<file path="src/rtl/core/u8san_pkg.sv">
// UTF-8 sanitiser package: replacement bytes, lead byte bounds and byte
// classification helpers. No dependencies.
package u8san_pkg;

  localparam logic [7:0] REPL_B0 = 8'hEF;
  localparam logic [7:0] REPL_B1 = 8'hBF;
  localparam logic [7:0] REPL_B2 = 8'hBD;

  localparam logic [7:0] LEAD2_LO = 8'hC2;
  localparam logic [7:0] LEAD2_HI = 8'hDF;
  localparam logic [7:0] LEAD3_LO = 8'hE0;
  localparam logic [7:0] LEAD3_HI = 8'hEF;
  localparam logic [7:0] LEAD4_LO = 8'hF0;
  localparam logic [7:0] LEAD4_HI = 8'hF4;
  localparam logic [7:0] LEAD_SURR = 8'hED;
  localparam logic [7:0] SEC_A0 = 8'hA0;
  localparam logic [7:0] SEC_90 = 8'h90;
  localparam logic [1:0] CONT_TAG = 2'b10;

  typedef logic [7:0] byte_t;

  // Sequence length fixed by a lead byte; 0 for a byte that cannot start one.
  function automatic logic [2:0] lead_length(input byte_t c);
    logic [2:0] len;
    len = 3'd0;
    if (!c[7]) begin
      len = 3'd1;
    end else if (c >= LEAD2_LO && c <= LEAD2_HI) begin
      len = 3'd2;
    end else if (c >= LEAD3_LO && c <= LEAD3_HI) begin
      len = 3'd3;
    end else if (c >= LEAD4_LO && c <= LEAD4_HI) begin
      len = 3'd4;
    end
    return len;
  endfunction

  // Second byte range check: overlong, surrogate and above U+10FFFF forms.
  function automatic logic second_ok(input byte_t lead, input byte_t b);
    logic ok;
    ok = 1'b1;
    if (lead == LEAD3_LO && b < SEC_A0) begin
      ok = 1'b0;
    end
    if (lead == LEAD_SURR && b >= SEC_A0) begin
      ok = 1'b0;
    end
    if (lead == LEAD4_LO && b < SEC_90) begin
      ok = 1'b0;
    end
    if (lead == LEAD4_HI && b >= SEC_90) begin
      ok = 1'b0;
    end
    return ok;
  endfunction

endpackage

</file>
<file path="src/rtl/core/utf8_stream_sanitizer_top.sv">
// UTF-8 stream sanitiser top level: decoder state, run buffer and output
// sequencer. Depends on u8san_pkg.
//
// Latency: the first byte of a request's run is shown the cycle after it is taken.
// Throughput with m_tready high: one request per cycle while each gives at most one
// byte; a run of n bytes (up to 12) is sent one byte per cycle and holds the input
// until its end. The run buffer is the only limit. Empty runs pass without a stall.
// Reset (synchronous, rst high) clears held bytes, lengths, flag and the run buffer.
module utf8_stream_sanitizer_top
  import u8san_pkg::*;
(
  input  logic       clk,
  input  logic       rst,
  input  logic       s_tvalid,
  output logic       s_tready,
  input  logic [7:0] s_tdata,   // [7:0] in_byte
  input  logic       s_tlast,   // end_of_text
  output logic       m_tvalid,
  input  logic       m_tready,
  output logic [7:0] m_tdata,   // [7:0] out_byte
  output logic [2:0] m_tuser,   // [0] is_replacement, [1] text_changed, [2] last_of_run
  output logic       m_tlast    // text_done
);

  // decoder state
  byte_t      pend [3];
  logic [1:0] pend_cnt;
  logic [2:0] exp_len;
  logic       changed;

  // run buffer
  byte_t      lit [4];
  logic [2:0] rep_left;
  logic [1:0] phase;
  logic [2:0] lit_left;
  logic [1:0] lit_pos;
  logic       run_changed;
  logic       run_end;

  byte_t      pend_next [3];
  logic [1:0] pend_cnt_next;
  logic [2:0] exp_len_next;
  byte_t      lit_next [4];
  logic [2:0] reps;
  logic [2:0] lit_n;

  logic busy, run_last, s_fire, m_fire;

  always_comb begin
    logic       cont;
    logic [2:0] len_c;
    logic       fresh;
    byte_t      c;
    c             = s_tdata;
    cont          = (c[7:6] == CONT_TAG);
    len_c         = lead_length(c);
    fresh         = 1'b0;
    pend_next     = pend;
    pend_cnt_next = pend_cnt;
    exp_len_next  = exp_len;
    reps          = 3'd0;
    lit_n         = 3'd0;
    lit_next[0]   = pend[0];
    lit_next[1]   = pend[1];
    lit_next[2]   = pend[2];
    lit_next[3]   = c;
    if (pend_cnt == 2'd0) begin
      fresh = 1'b1;
    end else if (!(cont && (pend_cnt != 2'd1 || second_ok(pend[0], c)))) begin
      reps          = {1'b0, pend_cnt};
      pend_cnt_next = 2'd0;
      exp_len_next  = 3'd0;
      pend_next     = '{default: 8'h00};
      fresh         = 1'b1;
    end else if (({1'b0, pend_cnt} + 3'd1) >= exp_len) begin
      lit_n           = {1'b0, pend_cnt} + 3'd1;
      lit_next[pend_cnt] = c;
      pend_cnt_next   = 2'd0;
      exp_len_next    = 3'd0;
      pend_next       = '{default: 8'h00};
    end else begin
      pend_next[pend_cnt] = c;
      pend_cnt_next       = pend_cnt + 2'd1;
    end
    if (fresh) begin
      if (len_c == 3'd1) begin
        lit_n       = 3'd1;
        lit_next[0] = c;
      end else if (len_c == 3'd0) begin
        reps = reps + 3'd1;
      end else begin
        pend_next[0]  = c;
        pend_cnt_next = 2'd1;
        exp_len_next  = len_c;
      end
    end
    if (s_tlast) begin
      reps          = reps + {1'b0, pend_cnt_next};
      pend_cnt_next = 2'd0;
      exp_len_next  = 3'd0;
      pend_next     = '{default: 8'h00};
    end
  end

  assign busy     = (rep_left != 3'd0) || (lit_left != 3'd0);
  assign run_last = (rep_left == 3'd1 && phase == 2'd2 && lit_left == 3'd0) ||
                    (rep_left == 3'd0 && lit_left == 3'd1);
  assign s_tready = !busy || (m_tready && run_last);
  assign s_fire   = s_tvalid && s_tready;
  assign m_tvalid = busy;
  assign m_fire   = m_tvalid && m_tready;

  always_comb begin
    if (rep_left != 3'd0) begin
      case (phase)
        2'd0:    m_tdata = REPL_B0;
        2'd1:    m_tdata = REPL_B1;
        default: m_tdata = REPL_B2;
      endcase
    end else begin
      m_tdata = lit[lit_pos];
    end
    m_tuser[0] = (rep_left != 3'd0);
    m_tuser[1] = (rep_left != 3'd0) || run_changed;
    m_tuser[2] = run_last;
    m_tlast    = run_last && run_end;
  end

  always_ff @(posedge clk) begin
    if (rst) begin
      pend        <= '{default: 8'h00};
      pend_cnt    <= 2'd0;
      exp_len     <= 3'd0;
      changed     <= 1'b0;
      rep_left    <= 3'd0;
      phase       <= 2'd0;
      lit_left    <= 3'd0;
      lit_pos     <= 2'd0;
      run_changed <= 1'b0;
      run_end     <= 1'b0;
    end else if (s_fire) begin
      pend        <= pend_next;
      pend_cnt    <= pend_cnt_next;
      exp_len     <= exp_len_next;
      changed     <= s_tlast ? 1'b0 : (changed || reps != 3'd0);
      lit         <= lit_next;
      rep_left    <= reps;
      phase       <= 2'd0;
      lit_left    <= lit_n;
      lit_pos     <= 2'd0;
      run_changed <= changed || reps != 3'd0;
      run_end     <= s_tlast;
    end else if (m_fire) begin
      if (rep_left != 3'd0) begin
        if (phase == 2'd2) begin
          phase    <= 2'd0;
          rep_left <= rep_left - 3'd1;
        end else begin
          phase <= phase + 2'd1;
        end
      end else begin
        lit_left <= lit_left - 3'd1;
        lit_pos  <= lit_pos + 2'd1;
      end
    end
  end

endmodule

</file>
<file path="config.mk">
export PLATFORM = sky130hd
export DESIGN_NAME = utf8_stream_sanitizer_top
export DESIGN_NICKNAME = d
export VERILOG_FILES = /design/src/rtl/core/u8san_pkg.sv /design/src/rtl/core/utf8_stream_sanitizer_top.sv
export SDC_FILE = /design/constraint.sdc
export NUM_CORES = 1
export LEC_CHECK = 0
export ABC_AREA = 1
export BUFFER_PORTS_ARGS = -buffer_cell sky130_fd_sc_hd__buf_2
export CAP_MARGIN = 20
export CORE_MARGIN = 2
export CORE_UTILIZATION = 40
export DETAILED_ROUTE_END_ITERATION = 10
export PLACE_DENSITY_LB_ADDON = 0.2
export SKIP_LAST_GASP = 1
export SLEW_MARGIN = 20
export SYNTH_ARGS = -nofsm -noshare
export SYNTH_HDL_FRONTEND = slang
export SYNTH_SLANG_ARGS = --single-unit
export TNS_END_PERCENT = 10
</file>
<file path="constraint.sdc">
create_clock -name clk -period 4.8 [get_ports clk]
set_input_delay 1.44 -clock clk [delete_from_list [all_inputs] [get_ports clk]]
set_output_delay 1.44 -clock clk [all_outputs]
set_load 0.01 [all_outputs]
</file>
==> results.json <==
{
  "run_status": "finished, final reports clean",
  "synth.most_common_cell": "nand2_1",
  "multi_input_area_um2": 2180,
  "drt-pass1-iter-count": 5,
  "core-area_um2": 10700,
  "synth_edf_count": 32,
  "tightest_slew_ns": 1.07,
  "cts.sinks": 74,
  "total_leakage_power_nw": 1.85,
  "grt_overflow_total": 0,
  "synth_warnings": 0,
  "place.gp.congestion": 0.884,
  "synth_commonest_cells": "nand2_1, o21ai_0, inv_1, nor2_1, dfxtp_1",
  "nNetsFinal": 586,
  "dieArea_um2": 11800,
  "fin_crit_sh_pct": 81.2,
  "grt_max_degree": 36,
  "async_flop_share_pct": 0,
  "arrival_ns": 4.15,
  "ios": 27,
  "wl_per_cell_um": 15.0,
  "post_cts_buffers": 0,
  "vias_per_cell": 5.06,
  "fp.dieW_um": 109,
  "yosys.area.top_type": "edfxtp_1",
  "clockBufferDepth": 2,
  "clock_latency_ns": 0.35,
  "synth_ff_type": "dfxtp_1",
  "grt_util_all_layers_pct": 19.5,
  "drc": 0,
  "grt_pass1_wl_um": 17300,
  "powerDensity_nw_per_um2": 473,
  "cp-start-kind": "input pin",
  "setup_slack_ns": 0.901,
  "regArea_um2": 1800,
  "dpl.hpwl_um": 7640,
  "max_freq_ghz": 0.256,
  "diodes": 0,
  "end_kind": "register",
  "timing.slew.headroom_pct": 28.2,
  "slew_violations": 0,
  "yosysTopAreaCellShare_pct": 22.0,
  "ant_nets": 0,
  "n_fill_cell": 1074,
  "path_clk_slew_ns": 0.08,
  "htreeDepth": 3,
  "portBuffers": 26,
  "ys_ff_latch": 74,
  "drive_gt1_share_pct": 17.6,
  "syn_nets": 570,
  "hp-class": "register to register",
  "timing.setup.tns_ns": 0,
  "antenna_found_initial": 0,
  "drt_iter0_drc": 278,
  "via_count": 3555,
  "cp_data_required_time_ns": 5.05,
  "pre_cts_ws_ns": 0.582,
  "syn_area_per_cell_um2": 8.08,
  "yosys-top-cells-area": "edfxtp_1, dfxtp_1, nand2_1, o21ai_0, inv_1",
  "worstPathMaxFanout": 19,
  "routed_wl_um": 10500,
  "post_cts_resized": 0,
  "rsz0062_at_grt": "no",
  "synthToLayoutAreaGrowth_pct": 9.85,
  "seq_area_frac_synth_pct": 41.2,
  "hold_viol": 0,
  "peakVddDrop_mv": 0.470,
  "die_h_um": 109,
  "path_class": "input pin to register",
  "ctsHoldBuffers": 0,
  "setup_violations": 0,
  "syn_area_um2": 4370,
  "hold_slack_ns": 0.465,
  "root_buffer": "clkbuf_8",
  "first_global_vias": 3340,
  "synthCells": 541,
  "initial_core_util_pct": 40.7,
  "min_period_ns": 3.90,
  "drv_cap": 0,
  "placementRows": 38,
  "cts_made_buffers": 9,
  "ys_types": 48,
  "skew_ns": 0.00674,
  "cts_tree": "built"
}
power breakdown:
group	internal (W)	switching, W	total [W]
Clock	0.000346	0.000253	0.000598
Sequential	0.000761	0.0000675	0.000828
Combinational	0.000278	0.000567	0.000845
Total	0.00138	0.000887	0.00227
placed cells by master (no fill, tap or decap), drive strengths merged, types with 5 or more instances in the layout:
master	n
inv	66
o311ai	5
nor3	6
dfxtp	42
o21ai	76
nand3	27
clkinv	6
buf	27
nor2	56
clkbuf	9
ha	15
nand2	125
nand4	20
a21oi	23
edfxtp	32
metal layers:
| metal | vias to the layer above | wire (µm) | share of wire (%) | global-route usage [%] |
|---|---|---|---|---|
| met5 | - | 0 | 0 | 0 |
| met4 | 0 | 133 | 1.3 | 7.05 |
| met2 | 75 | 4640 | 44 | 29.5 |
| li1 | 1857 | - | - | - |
| met1 | 1616 | 5240 | 50 | 28.3 |
| met3 | 7 | 488 | 4.6 | 2.83 |
cell families (layout without fill, tap and decap cells):
| logic type | after synthesis | in the layout | synth area share (%) |
|---|---|---|---|
| buf+inv | 90 | 111 | 8.99 |
| flops | 74 | 74 | 41.2 |
| xor+xnor | 3 | 3 | 0.601 |
| fa+ha+maj | 16 | 16 | 4.75 |
| compound gates | 119 | 119 | 16.6 |
| simple gates | 239 | 239 | 27.8 |
worst max-delay path, cell delays in order:
cell	delay (ns)
buf_2	0.30
nand2_4	0.10
nor3_1	0.23
nor2_1	0.11
nand3_1	0.18
nand2_1	0.28
o21ai_0	0.18
a31oi_1	0.08
inv_1	0.09
ha_1	0.14
inv_1	0.05
fa_1	0.35
nor2_1	0.13
nand3b_1	0.12
nand2_1	0.08
nor2_1	0.09
nand3_1	0.10
nand2_1	0.07
nand2_1	0.05
stage by stage:
step	utilization, %	cell area [µm²]	total power [W]	cells
after detailed placement	42.4	4560	0.00169	686
after floorplan	-	4370	0.00146	541
after global routing	44.7	4800	0.00243	702
after CTS	44.7	4800	0.00229	702
after global placement	42.4	4560	0.00168	686
final	44.7	4800	0.00227	702
path summary, 6_finish.rpt:
| path | startpoint | end | slack [ns] | cells past startpoint |
|---|---|---|---|---|
| max reg2reg | pend_cnt[0] | run_changed | 1.36 | 20 |
| min | run_changed | run_changed | 0.46 | 2 |
| min reg2reg | run_changed | run_changed | 0.46 | 2 |
| max | s_tdata[7] | run_changed | 0.90 | 19 |
sequential cells by signal, indices dropped and copies added (netlist names):
signal,count
pend,24
phase,2
run_changed,1
lit,32
lit_left,3
rep_left,3
run_end,1
changed,1
exp_len,3
lit_pos,2
pend_cnt,2
final cells by class:
class | count | area share [%]
Timing Repair Buffer | 27 | 2.87
Multi-Input combinational cell | 377 | 45.3
Clock buffer | 9 | 2.58
Tap cell | 140 | 3.65
Inverter | 68 | 5.63
Clock inverter | 7 | 2.42
Sequential cell | 74 | 37.5
No activity file was read; power rests on OpenSTA's default activity.
